<file path="config.mk">
export PLATFORM = sky130hd
export DESIGN_NAME = ohmmeter_display_formatter
export DESIGN_NICKNAME = d
export VERILOG_FILES = /design/src/design/ohm_fmt_pkg.sv /design/src/design/ohmmeter_display_formatter.sv
export SDC_FILE = /design/constraint.sdc
export NUM_CORES = 2
export LEC_CHECK = 0
export ABC_AREA = 0
export BUFFER_PORTS_ARGS = -buffer_cell sky130_fd_sc_hd__buf_2
export CORE_MARGIN = 2
export CORE_UTILIZATION = 48
export CTS_CLUSTER_SIZE = 16
export DETAILED_ROUTE_END_ITERATION = 10
export GPL_TIMING_DRIVEN = 1
export SYNTH_ARGS = -nofsm -noshare
export SYNTH_HDL_FRONTEND = slang
export SYNTH_SLANG_ARGS = --single-unit
</file>
<file path="constraint.sdc">
create_clock -name clk -period 14.73 [get_ports clk]
set_input_delay 2.2095 -clock clk [delete_from_list [all_inputs] [get_ports clk]]
set_output_delay 2.2095 -clock clk [all_outputs]
set_load 0.01 [all_outputs]
</file>
<file path="src/design/ohm_fmt_pkg.sv">
// ----------------------------------------------------------------------------
// ohm_fmt_pkg: ohmmeter display formatter package
// Display codes, decade bounds, range limits and the reciprocal constants
// used to keep the leading four decimal digits of a reading.
// ----------------------------------------------------------------------------
package ohm_fmt_pkg;

	localparam int MW = 37;
	localparam int XW = 30;
	localparam int QW = 14;

	localparam logic [3:0] DIG_L     = 4'd10;
	localparam logic [3:0] DIG_BLANK = 4'd11;
	localparam logic [3:0] DIG_ZERO  = 4'd0;

	localparam logic [1:0] UNIT_NONE = 2'd0;
	localparam logic [1:0] UNIT_OHM  = 2'd1;
	localparam logic [1:0] UNIT_KILO = 2'd2;
	localparam logic [1:0] UNIT_MEGA = 2'd3;

	localparam logic [1:0] STAT_NORMAL = 2'd0;
	localparam logic [1:0] STAT_OVER   = 2'd1;
	localparam logic [1:0] STAT_UNDER  = 2'd2;

	localparam logic [1:0] PT_NONE = 2'd0;
	localparam logic [1:0] PT_1    = 2'd1;
	localparam logic [1:0] PT_2    = 2'd2;
	localparam logic [1:0] PT_3    = 2'd3;

	localparam logic [3:0] RANGE_OFF  = 4'd0;
	localparam logic [3:0] RANGE_20R  = 4'd1;
	localparam logic [3:0] RANGE_200R = 4'd2;
	localparam logic [3:0] RANGE_2K   = 4'd3;
	localparam logic [3:0] RANGE_20K  = 4'd4;
	localparam logic [3:0] RANGE_200K = 4'd5;
	localparam logic [3:0] RANGE_2M   = 4'd6;
	localparam logic [3:0] RANGE_20M  = 4'd7;
	localparam logic [3:0] RANGE_RST  = RANGE_20R;

	localparam logic REG_RANGE = 1'b0;

	localparam logic [MW-1:0] DEC_2  = 37'd100;
	localparam logic [MW-1:0] DEC_4  = 37'd10000;
	localparam logic [MW-1:0] DEC_5  = 37'd100000;
	localparam logic [MW-1:0] DEC_6  = 37'd1000000;
	localparam logic [MW-1:0] DEC_7  = 37'd10000000;
	localparam logic [MW-1:0] DEC_8  = 37'd100000000;
	localparam logic [MW-1:0] DEC_9  = 37'd1000000000;
	localparam logic [MW-1:0] DEC_10 = 37'd10000000000;
	localparam logic [MW-1:0] DEC_11 = 37'd100000000000;

	localparam logic [MW-1:0] OVER_1 = 37'd20000;
	localparam logic [MW-1:0] OVER_2 = 37'd200000;
	localparam logic [MW-1:0] OVER_3 = 37'd2000000;
	localparam logic [MW-1:0] OVER_4 = 37'd20000000;
	localparam logic [MW-1:0] OVER_5 = 37'd200000000;
	localparam logic [MW-1:0] OVER_6 = 37'd2000000000;
	localparam logic [MW-1:0] OVER_7 = 37'd22000000000;

	localparam logic [MW-1:0] UNDER_1 = 37'd400;
	localparam logic [MW-1:0] UNDER_2 = 37'd3000;
	localparam logic [MW-1:0] UNDER_3 = 37'd30000;
	localparam logic [MW-1:0] UNDER_4 = 37'd300000;
	localparam logic [MW-1:0] UNDER_5 = 37'd3000000;
	localparam logic [MW-1:0] UNDER_6 = 37'd200000000;
	localparam logic [MW-1:0] UNDER_7 = 37'd2000000000;

	// m / 10^k = (m >> k) / 5^k, taken as ((m >> k) * RCP_k) >> SH_k
	localparam logic [5:0] SH_1 = 6'd18;
	localparam logic [5:0] SH_2 = 6'd23;
	localparam logic [5:0] SH_3 = 6'd28;
	localparam logic [5:0] SH_4 = 6'd32;
	localparam logic [5:0] SH_5 = 6'd37;
	localparam logic [5:0] SH_6 = 6'd42;
	localparam logic [5:0] SH_7 = 6'd46;

	localparam logic [XW-1:0] RCP_1 = XW'(((64'd1 << 18) + 64'd4) / 64'd5);
	localparam logic [XW-1:0] RCP_2 = XW'(((64'd1 << 23) + 64'd24) / 64'd25);
	localparam logic [XW-1:0] RCP_3 = XW'(((64'd1 << 28) + 64'd124) / 64'd125);
	localparam logic [XW-1:0] RCP_4 = XW'(((64'd1 << 32) + 64'd624) / 64'd625);
	localparam logic [XW-1:0] RCP_5 = XW'(((64'd1 << 37) + 64'd3124) / 64'd3125);
	localparam logic [XW-1:0] RCP_6 = XW'(((64'd1 << 42) + 64'd15624) / 64'd15625);
	localparam logic [XW-1:0] RCP_7 = XW'(((64'd1 << 46) + 64'd78124) / 64'd78125);

	function automatic logic [XW-1:0] rcp_sel(input logic [2:0] k);
		logic [XW-1:0] r;
		case (k)
			3'd1: r = RCP_1;
			3'd2: r = RCP_2;
			3'd3: r = RCP_3;
			3'd4: r = RCP_4;
			3'd5: r = RCP_5;
			3'd6: r = RCP_6;
			3'd7: r = RCP_7;
			default: r = '0;
		endcase
		return r;
	endfunction

	function automatic logic [5:0] sh_sel(input logic [2:0] k);
		logic [5:0] s;
		case (k)
			3'd1: s = SH_1;
			3'd2: s = SH_2;
			3'd3: s = SH_3;
			3'd4: s = SH_4;
			3'd5: s = SH_5;
			3'd6: s = SH_6;
			3'd7: s = SH_7;
			default: s = '0;
		endcase
		return s;
	endfunction

endpackage

</file>
<file path="src/design/ohmmeter_display_formatter.sv">
// ----------------------------------------------------------------------------
// ohmmeter_display_formatter: resistance reading to seven-segment frame
// Classifies a milliohm reading by decade, applies the range limits and
// splits the leading four decimal digits for a four-digit display.
// ----------------------------------------------------------------------------
// Throughput: one item per cycle while frame_stall is low; a three-stage pipeline
// (input register, reciprocal multiply, digit split) with each stage filling while
// the next holds, so items are taken while a finished frame still waits.
// Reset: range_q returns to 1 (20R); all pipeline valid bits clear.
module ohmmeter_display_formatter (
	input  logic        clk,
	input  logic        arst_n,
	input  logic        psel,
	input  logic        penable,
	input  logic        pwrite,
	input  logic [2:0]  paddr,
	input  logic [31:0] pwdata,
	output logic [31:0] prdata,
	output logic        pready,
	input  logic        reading_valid,
	output logic        reading_stall,
	input  logic [36:0] resistance_milliohm,
	output logic        frame_valid,
	input  logic        frame_stall,
	output logic [3:0]  digit0,
	output logic [3:0]  digit1,
	output logic [3:0]  digit2,
	output logic [3:0]  digit3,
	output logic [1:0]  point_after,
	output logic [1:0]  unit_code,
	output logic [1:0]  status
);
	import ohm_fmt_pkg::*;

	logic [3:0]    range_q;
	logic          v_s1, v_s2, v_s3;
	logic          en1, en2, en3;
	logic [MW-1:0] m_s1;

	logic [QW-1:0] q_s2;
	logic [1:0]    point_s2, unit_s2, stat_s2;

	logic [3:0]    d0_s3, d1_s3, d2_s3, d3_s3;
	logic [1:0]    point_s3, unit_s3, stat_s3;

	logic          over, under;
	logic [1:0]    point_c, unit_c, stat_c, point_n;
	logic [2:0]    k;
	logic [XW-1:0] x;
	logic [59:0]   prod;
	logic [QW-1:0] q_n;

	logic [3:0]    th, hu, te, on;
	logic [QW-1:0] rem1, rem2, rem3;

	assign pready = 1'b1;
	assign prdata = (paddr[2] == REG_RANGE) ? {28'd0, range_q} : 32'd0;

	always_ff @(posedge clk or negedge arst_n) begin
		if (!arst_n) begin
			range_q <= RANGE_RST;
		end else if (psel && penable && pwrite && paddr[2] == REG_RANGE) begin
			range_q <= pwdata[3:0];
		end
	end

	assign en3 = !v_s3 || !frame_stall;
	assign en2 = !v_s2 || en3;
	assign en1 = !v_s1 || en2;
	assign reading_stall = !en1;

	always_ff @(posedge clk or negedge arst_n) begin
		if (!arst_n) begin
			v_s1 <= 1'b0;
			v_s2 <= 1'b0;
			v_s3 <= 1'b0;
		end else begin
			if (en1) v_s1 <= reading_valid;
			if (en2) v_s2 <= v_s1;
			if (en3) v_s3 <= v_s2;
		end
	end

	// classify, check limits, pick decade shift
	always_comb begin
		if (m_s1 >= DEC_11) begin
			unit_c = UNIT_NONE; point_c = PT_NONE; k = 3'd7;
		end else if (m_s1 >= DEC_10) begin
			unit_c = UNIT_MEGA; point_c = PT_2; k = 3'd7;
		end else if (m_s1 >= DEC_9) begin
			unit_c = UNIT_MEGA; point_c = PT_1; k = 3'd6;
		end else if (m_s1 >= DEC_8) begin
			unit_c = UNIT_KILO; point_c = PT_3; k = 3'd5;
		end else if (m_s1 >= DEC_7) begin
			unit_c = UNIT_KILO; point_c = PT_2; k = 3'd4;
		end else if (m_s1 >= DEC_6) begin
			unit_c = UNIT_KILO; point_c = PT_1; k = 3'd3;
		end else if (m_s1 >= DEC_5) begin
			unit_c = UNIT_OHM; point_c = PT_3; k = 3'd2;
		end else if (m_s1 >= DEC_4) begin
			unit_c = UNIT_OHM; point_c = PT_2; k = 3'd1;
		end else if (m_s1 >= DEC_2) begin
			unit_c = UNIT_OHM; point_c = PT_1; k = 3'd0;
		end else begin
			unit_c = UNIT_NONE; point_c = PT_NONE; k = 3'd0;
		end

		case (range_q)
			RANGE_OFF:  over = 1'b0;
			RANGE_20R:  over = m_s1 > OVER_1;
			RANGE_200R: over = m_s1 > OVER_2;
			RANGE_2K:   over = m_s1 > OVER_3;
			RANGE_20K:  over = m_s1 > OVER_4;
			RANGE_200K: over = m_s1 > OVER_5;
			RANGE_2M:   over = m_s1 > OVER_6;
			default:    over = m_s1 > OVER_7;
		endcase

		case (range_q)
			RANGE_20R:  under = m_s1 < UNDER_1;
			RANGE_200R: under = m_s1 < UNDER_2;
			RANGE_2K:   under = m_s1 < UNDER_3;
			RANGE_20K:  under = m_s1 < UNDER_4;
			RANGE_200K: under = m_s1 < UNDER_5;
			RANGE_2M:   under = m_s1 < UNDER_6;
			RANGE_20M:  under = m_s1 < UNDER_7;
			default:    under = 1'b0;
		endcase
		under = under && !over;

		if (point_c == PT_NONE && !under) over = 1'b1;

		if (over) begin
			stat_c = STAT_OVER; point_n = PT_2;
		end else if (under) begin
			stat_c = STAT_UNDER; point_n = PT_2;
		end else begin
			stat_c = STAT_NORMAL; point_n = point_c;
		end
	end

	assign x    = XW'(m_s1 >> k);
	assign prod = 60'(x) * 60'(rcp_sel(k));
	assign q_n  = (k == 3'd0) ? m_s1[QW-1:0] : QW'(prod >> sh_sel(k));

	always_ff @(posedge clk) begin
		if (en1) m_s1 <= resistance_milliohm;
		if (en2) begin
			q_s2     <= q_n;
			point_s2 <= point_n;
			unit_s2  <= unit_c;
			stat_s2  <= stat_c;
		end
	end

	// split four digits by compare and subtract
	always_comb begin
		th = 4'd0;
		for (int i = 1; i <= 9; i++) begin
			if (q_s2 >= QW'(i * 1000)) th = 4'(i);
		end
		rem1 = q_s2 - QW'(th) * QW'(1000);
		hu = 4'd0;
		for (int i = 1; i <= 9; i++) begin
			if (rem1 >= QW'(i * 100)) hu = 4'(i);
		end
		rem2 = rem1 - QW'(hu) * QW'(100);
		te = 4'd0;
		for (int i = 1; i <= 9; i++) begin
			if (rem2 >= QW'(i * 10)) te = 4'(i);
		end
		rem3 = rem2 - QW'(te) * QW'(10);
		on = rem3[3:0];
	end

	always_ff @(posedge clk) begin
		if (en3) begin
			point_s3 <= point_s2;
			unit_s3  <= unit_s2;
			stat_s3  <= stat_s2;
			case (stat_s2)
				STAT_OVER: begin
					d0_s3 <= DIG_BLANK; d1_s3 <= DIG_ZERO;
					d2_s3 <= DIG_L;     d3_s3 <= DIG_BLANK;
				end
				STAT_UNDER: begin
					d0_s3 <= DIG_BLANK; d1_s3 <= DIG_ZERO;
					d2_s3 <= DIG_ZERO;  d3_s3 <= DIG_BLANK;
				end
				default: begin
					d0_s3 <= th; d1_s3 <= hu;
					d2_s3 <= te; d3_s3 <= on;
				end
			endcase
		end
	end

	assign frame_valid = v_s3;
	assign digit0      = d0_s3;
	assign digit1      = d1_s3;
	assign digit2      = d2_s3;
	assign digit3      = d3_s3;
	assign point_after = point_s3;
	assign unit_code   = unit_s3;
	assign status      = stat_s3;

endmodule
</file>
# Yosys cells after proc, flatten, opt, wreduce, memory -nomap -nowiden
# Index checks and enable logic that the tools add are counted.
# op_classes
shift	2
multipliers	4
bitwise	1
n_mux	60
add_sub_neg	3
n_reduce_logical	20
n_eq_ne	16
n_lt_le_gt_ge	50
# ops
op	count
one-hot mux 30 bit (7 select lines)	1
2-to-1 mux 4 bit	25
greater-or-equal comparator 14 x 10 -> 1 bit, second input constant	5
multiplier 30 x 30 -> 60 bit	1
right shift 60 x 6 -> 14 bit	1
greater-or-equal comparator 14 x 13 -> 1 bit, second input constant	4
greater-or-equal comparator 14 x 7 -> 1 bit, second input constant	4
greater-or-equal comparator 14 x 6 -> 1 bit, second input constant	3
greater-or-equal comparator 14 x 9 -> 1 bit, second input constant	3
one-hot mux 6 bit (7 select lines)	1
greater-or-equal comparator 37 x 14 -> 1 bit, second input constant	1
greater-or-equal comparator 37 x 17 -> 1 bit, second input constant	1
greater-or-equal comparator 37 x 20 -> 1 bit, second input constant	1
greater-or-equal comparator 37 x 24 -> 1 bit, second input constant	1
greater-or-equal comparator 37 x 27 -> 1 bit, second input constant	1
greater-or-equal comparator 37 x 30 -> 1 bit, second input constant	1
greater-or-equal comparator 37 x 34 -> 1 bit, second input constant	1
greater-or-equal comparator 37 bit, second input constant	1
greater-or-equal comparator 37 x 7 -> 1 bit, second input constant	1
greater-than comparator 37 x 15 -> 1 bit, second input constant	1
greater-than comparator 37 x 18 -> 1 bit, second input constant	1
greater-than comparator 37 x 21 -> 1 bit, second input constant	1
greater-than comparator 37 x 25 -> 1 bit, second input constant	1
greater-than comparator 37 x 28 -> 1 bit, second input constant	1
44 further kinds	94
# word_totals
input_bits	79
regBits	86
output_inout_bits	57

# Longest topological paths before layout
# depth
depth_word	36
ltp_mapped	46
ltp_nobuf	45

# Worst setup path after synthesis
# OpenSTA, ideal clock, no wires.
# synth_path
path_type	reg-to-reg
startpoint	register m_s1[25]
endpoint	register q_s2[0] (data pin)
arrival_time_ns	10.481
setup_slack_ns	3.977
path_buffers	5
stages_incl_launch_ff	41
t_required_ns	14.458
setup_time_ns	0.272
cell_sequence	edfxtp_1 -> buf_2 -> or3_1 -> or2_1 -> or3_4 -> a31oi_4 -> a21oi_2 -> o21ai_4 -> buf_6 -> mux2i_1 -> nand2_1 -> o21ai_1 -> nor2_1 -> a31oi_2 -> buf_4 -> nor2_1 -> fa_1 -> inv_1 -> (+5 left out) -> inv_1 -> fa_1 -> fa_1 -> fa_1 -> inv_1 -> ha_1 -> clkbuf_1 -> and3_1 -> clkbuf_1 -> nand3_1 -> a2111oi_1 -> nor4_1 -> o31ai_1 -> xnor2_1 -> o221ai_1 -> nor2_1 -> a211oi_1 -> or4_1
# synth_via
elab_chain_cells	14
# synth_rtl
element	line_no	source
from (decl)	ohmmeter_display_formatter.sv:38	logic [MW-1:0] m_s1;
from (signal assigned)	ohmmeter_display_formatter.sv:147	if (en1) m_s1 <= resistance_milliohm;
greater-or-equal comparator 37 x 14 -> 1 bit	ohmmeter_display_formatter.sv:100	end else if (m_s1 >= DEC_4) begin
2-to-1 mux 1 bit	ohmmeter_display_formatter.sv:100	
2-to-1 mux 2 bit	ohmmeter_display_formatter.sv:98	end else if (m_s1 >= DEC_5) begin
2-to-1 mux 2 bit	ohmmeter_display_formatter.sv:96	end else if (m_s1 >= DEC_6) begin
2-to-1 mux 3 bit	ohmmeter_display_formatter.sv:94	end else if (m_s1 >= DEC_7) begin
2-to-1 mux 3 bit	ohmmeter_display_formatter.sv:92	end else if (m_s1 >= DEC_8) begin
2-to-1 mux 3 bit	ohmmeter_display_formatter.sv:90	end else if (m_s1 >= DEC_9) begin
2-to-1 mux 3 bit	ohmmeter_display_formatter.sv:88	end else if (m_s1 >= DEC_10) begin
2-to-1 mux 3 bit	ohmmeter_display_formatter.sv:86	if (m_s1 >= DEC_11) begin
equality test 3 bit (tied with other cells)	ohm_fmt_pkg.sv:87, ohm_fmt_pkg.sv:102	
one-hot mux 30 bit (7 select lines)	ohm_fmt_pkg.sv:87	case (k)
multiplier 30 x 30 -> 60 bit	ohmmeter_display_formatter.sv:143	assign prod = 60'(x) * 60'(rcp_sel(k));
right shift 60 x 6 -> 14 bit	ohmmeter_display_formatter.sv:144	assign q_n = (k == 3'd0) ? m_s1[QW-1:0] : QW'(prod >> sh_sel(k));
2-to-1 mux 14 bit (*)	ohmmeter_display_formatter.sv:144	
net q_n[0]	ohmmeter_display_formatter.sv:51	logic [QW-1:0] q_n;
to (signal assigned)	ohmmeter_display_formatter.sv:149	q_s2 <= q_n;
to (decl)	ohmmeter_display_formatter.sv:40	logic [QW-1:0] q_s2;
# The timed path passes the listed nets; every way through them passes the cells marked *.
# A chain may end at the register's enable or synchronous reset.

# Worst setup path in the final report
# layout_path
startpoint	register m_s1[29]
endpoint	register q_s2[8] (data pin)
# Same word-level chain as after synthesis.

==> results.md <==
* Die ar. at 0.07966 mm^2
* Setup crit end kind: flip-flop
* Postcts setup bufs at 0
* Register area at 0.002549 mm^2
* Antenna Violating Nets Remaining at 0
* Yosys synthesis warning count at 0
* CP max stage cell: o21ai_4
* Share of cells above drive strength 1 at 6.906%
* Slew @ Worst Pin at 1.103 ns
* Maxcap violations at 0
* Syn Std Cell Area at 0.03716 mm^2
* Most frequent CP cell: fa_1
* CTS Hold Bufs at 0
* Vias in the first global route at 30970
* GR peak layer: met2
* Setup TNS Final at 0 ns
* Post-synth EDFFs at 79
* Antenna violations before repair at 1
* Vias at 29920
* IO Port Bufs at 76
* First-pass GRT wire length at 191500 um
* Crit path DAT at 13.86 ns
* Vias per Instance at 5.615
* Met2 Usage GRT at 50.34%
* Pre-antenna DRT Iters at 8
* Largest net degree at the start of global routing at 42
* DRC at 0
* Achievable frequency at 72.98 MHz
* Commonest non-fill, non-tap cells in the layout: inv_1, fa_1, nor2_1, ha_1, nand2_1
* Nets at 5442
* Clk_skew at 0.004646 ns
* Overall Global Routing Usage at 32.35%
* HP Class: flip-flop to flip-flop
* WHS at 0.4191 ns
* FF+latch count, synth at 86
* Footprint of the multi-input gates at 0.03036 mm^2
* Mapped Cells at 4278
* Endpoints failing setup at 0
* Worst-Skew Late Latency at 0.35 ns
* Max stage delay on crit path at 0.77 ns
* CTS max path bufs at 2
* GRT met3 Usage at 5.889%
* Die X at 282.2 um
* Post_cts resized at 0
* IO Count at 136
* Routed length per placed instance at 23.35 um
* Met1 Resource Use GR at 44.62%
* RSZ-0062 raised after global routing: false
* Max Slew Vio Count at 0
* Synth async-reset ratio at 8.140%
* Kind of critical path: flip-flop to flip-flop
* CTS Sinks at 86
* CTS tree: yes
* Layout area overhead at 5.044%
* GPL Wtd Cong at 0.9992
* Seq/Total Area, Yosys at 6.859%
* HPWL Detailed at 103800 um
* Core Footprint at 0.07708 mm^2
* Filler instances at 7612
* Clock transition at path regs at 0.06 ns
* Synth cell types at 97
* Final Hold Viols at 0
* Chip height at 282.2 um
* Rel. slew slack at 26.31%
* Startpoint Class: flip-flop
* Rows at 102
* H-tree Lvls at 3
* Crit-path max FO at 21
* Status: finished clean
* CTS Buf Count at 9
* Most common cell after layout, fill and taps aside: inv_1
* Top_reg_cell synth: edfxtp_1
* Synthesized area per cell at 8.686 um^2
* Final Cycle Share at 93.02%
* Initial DRC Count at 2829
* Grt ovf at 0
* Clock root buffer: clkbuf_16
* Starting Density at 48.21%
* Fin crit period at 13.70 ns
* Worst path required time at 14.89 ns
* Final WL at 124400 um
## through the flow
step	instances	utilization, %	cell area, um^2	worst slack (ns)
4_1_cts	5326	50.63	39030	1.340
2_1_floorplan	4353	-	37440	3.977
3_3_place_gp	5310	50.28	38760	1.563
6_report	5328	50.64	39030	1.028
5_1_grt	5326	50.63	39030	0.6106
3_5_place_dp	5310	50.28	38760	1.314
## final timing paths
check	start	end	slack, ns	cells past startpoint
max	m_s1[29]$_DFFE_PN_	q_s2[8]$_DFFE_PP_	1.03	38
min	point_s2[1]$_SDFFCE_PP1P_	point_after[1]$_DFFE_PP_	0.42	0
max reg2reg	m_s1[29]$_DFFE_PN_	q_s2[8]$_DFFE_PP_	1.03	38
min reg2reg	point_s2[1]$_SDFFCE_PP1P_	point_after[1]$_DFFE_PP_	0.42	0
max in group asynchronous	arst_n	range_q[0]$_DFFE_PN1P_	12.81	1
min in group asynchronous	arst_n	v_s2$_DFFE_PN0P_	1.68	1
## synthesized netlist by cell type, types with 48 or more instances
cell        n  area share (%)
a21oi_1   168             2.3
and2_1     76             1.3
clkbuf_1  167             1.7
edfxtp_1   79             6.4
fa_1      761              41
ha_1      321              11
inv_1     907             9.2
mux2i_1    53             1.4
nand2_1   255             2.6
nor2_1    556             5.6
nor3_1     49            0.66
o21ai_0   114             1.5
xnor2_1    48             1.1
## cell type report
| cell class | count | area share [%] |
|---|---|---|
| clock inverter | 4 | 0.08334 |
| antenna | 2 | 0.01282 |
| tap | 1040 | 3.334 |
| sequential | 86 | 6.529 |
| inverter | 907 | 8.722 |
| multi-input combinational | 3100 | 77.76 |
| timing repair buffer | 177 | 2.949 |
| clock buffer | 12 | 0.6058 |
## cell families after synthesis
family / Yosys count / synth area share, %
flops: 86 / 6.859
other cells: 2 / 0.02021
buf+inv: 1167 / 12.37
compound gates: 595 / 10.56
xor+xnor: 70 / 1.650
simple gates: 1203 / 14.70
fa+ha+maj: 1083 / 51.83
mux: 72 / 2.017
## layer usage
metal / vias to the layer above / wire length (um)
li1: 13360 / -
met1: 14830 / 51320
met2: 1460 / 56050
met3: 264 / 10700
met4: 0 / 6339
met5: - / 0
## critical path: cells and delay by family, from the launching register on
family | cells | cell delay, ns
flops | 1 | 0.60
simple gates | 10 | 2.63
compound gates | 11 | 4.10
xor+xnor | 1 | 0.51
buf+inv | 6 | 0.74
mux | 1 | 0.35
fa+ha+maj | 9 | 4.53
## flip-flops by register name, summed over array words and instances, names as in the netlist, 4 cells and up
name     flops
digit3       4
digit2       4
digit1       4
range_q      4
m_s1        37
q_s2        14
digit0       4
Power is left out: the tool's default activity adds up to more than one toggle a clock period on the data nets, which glitch-free logic cannot reach.
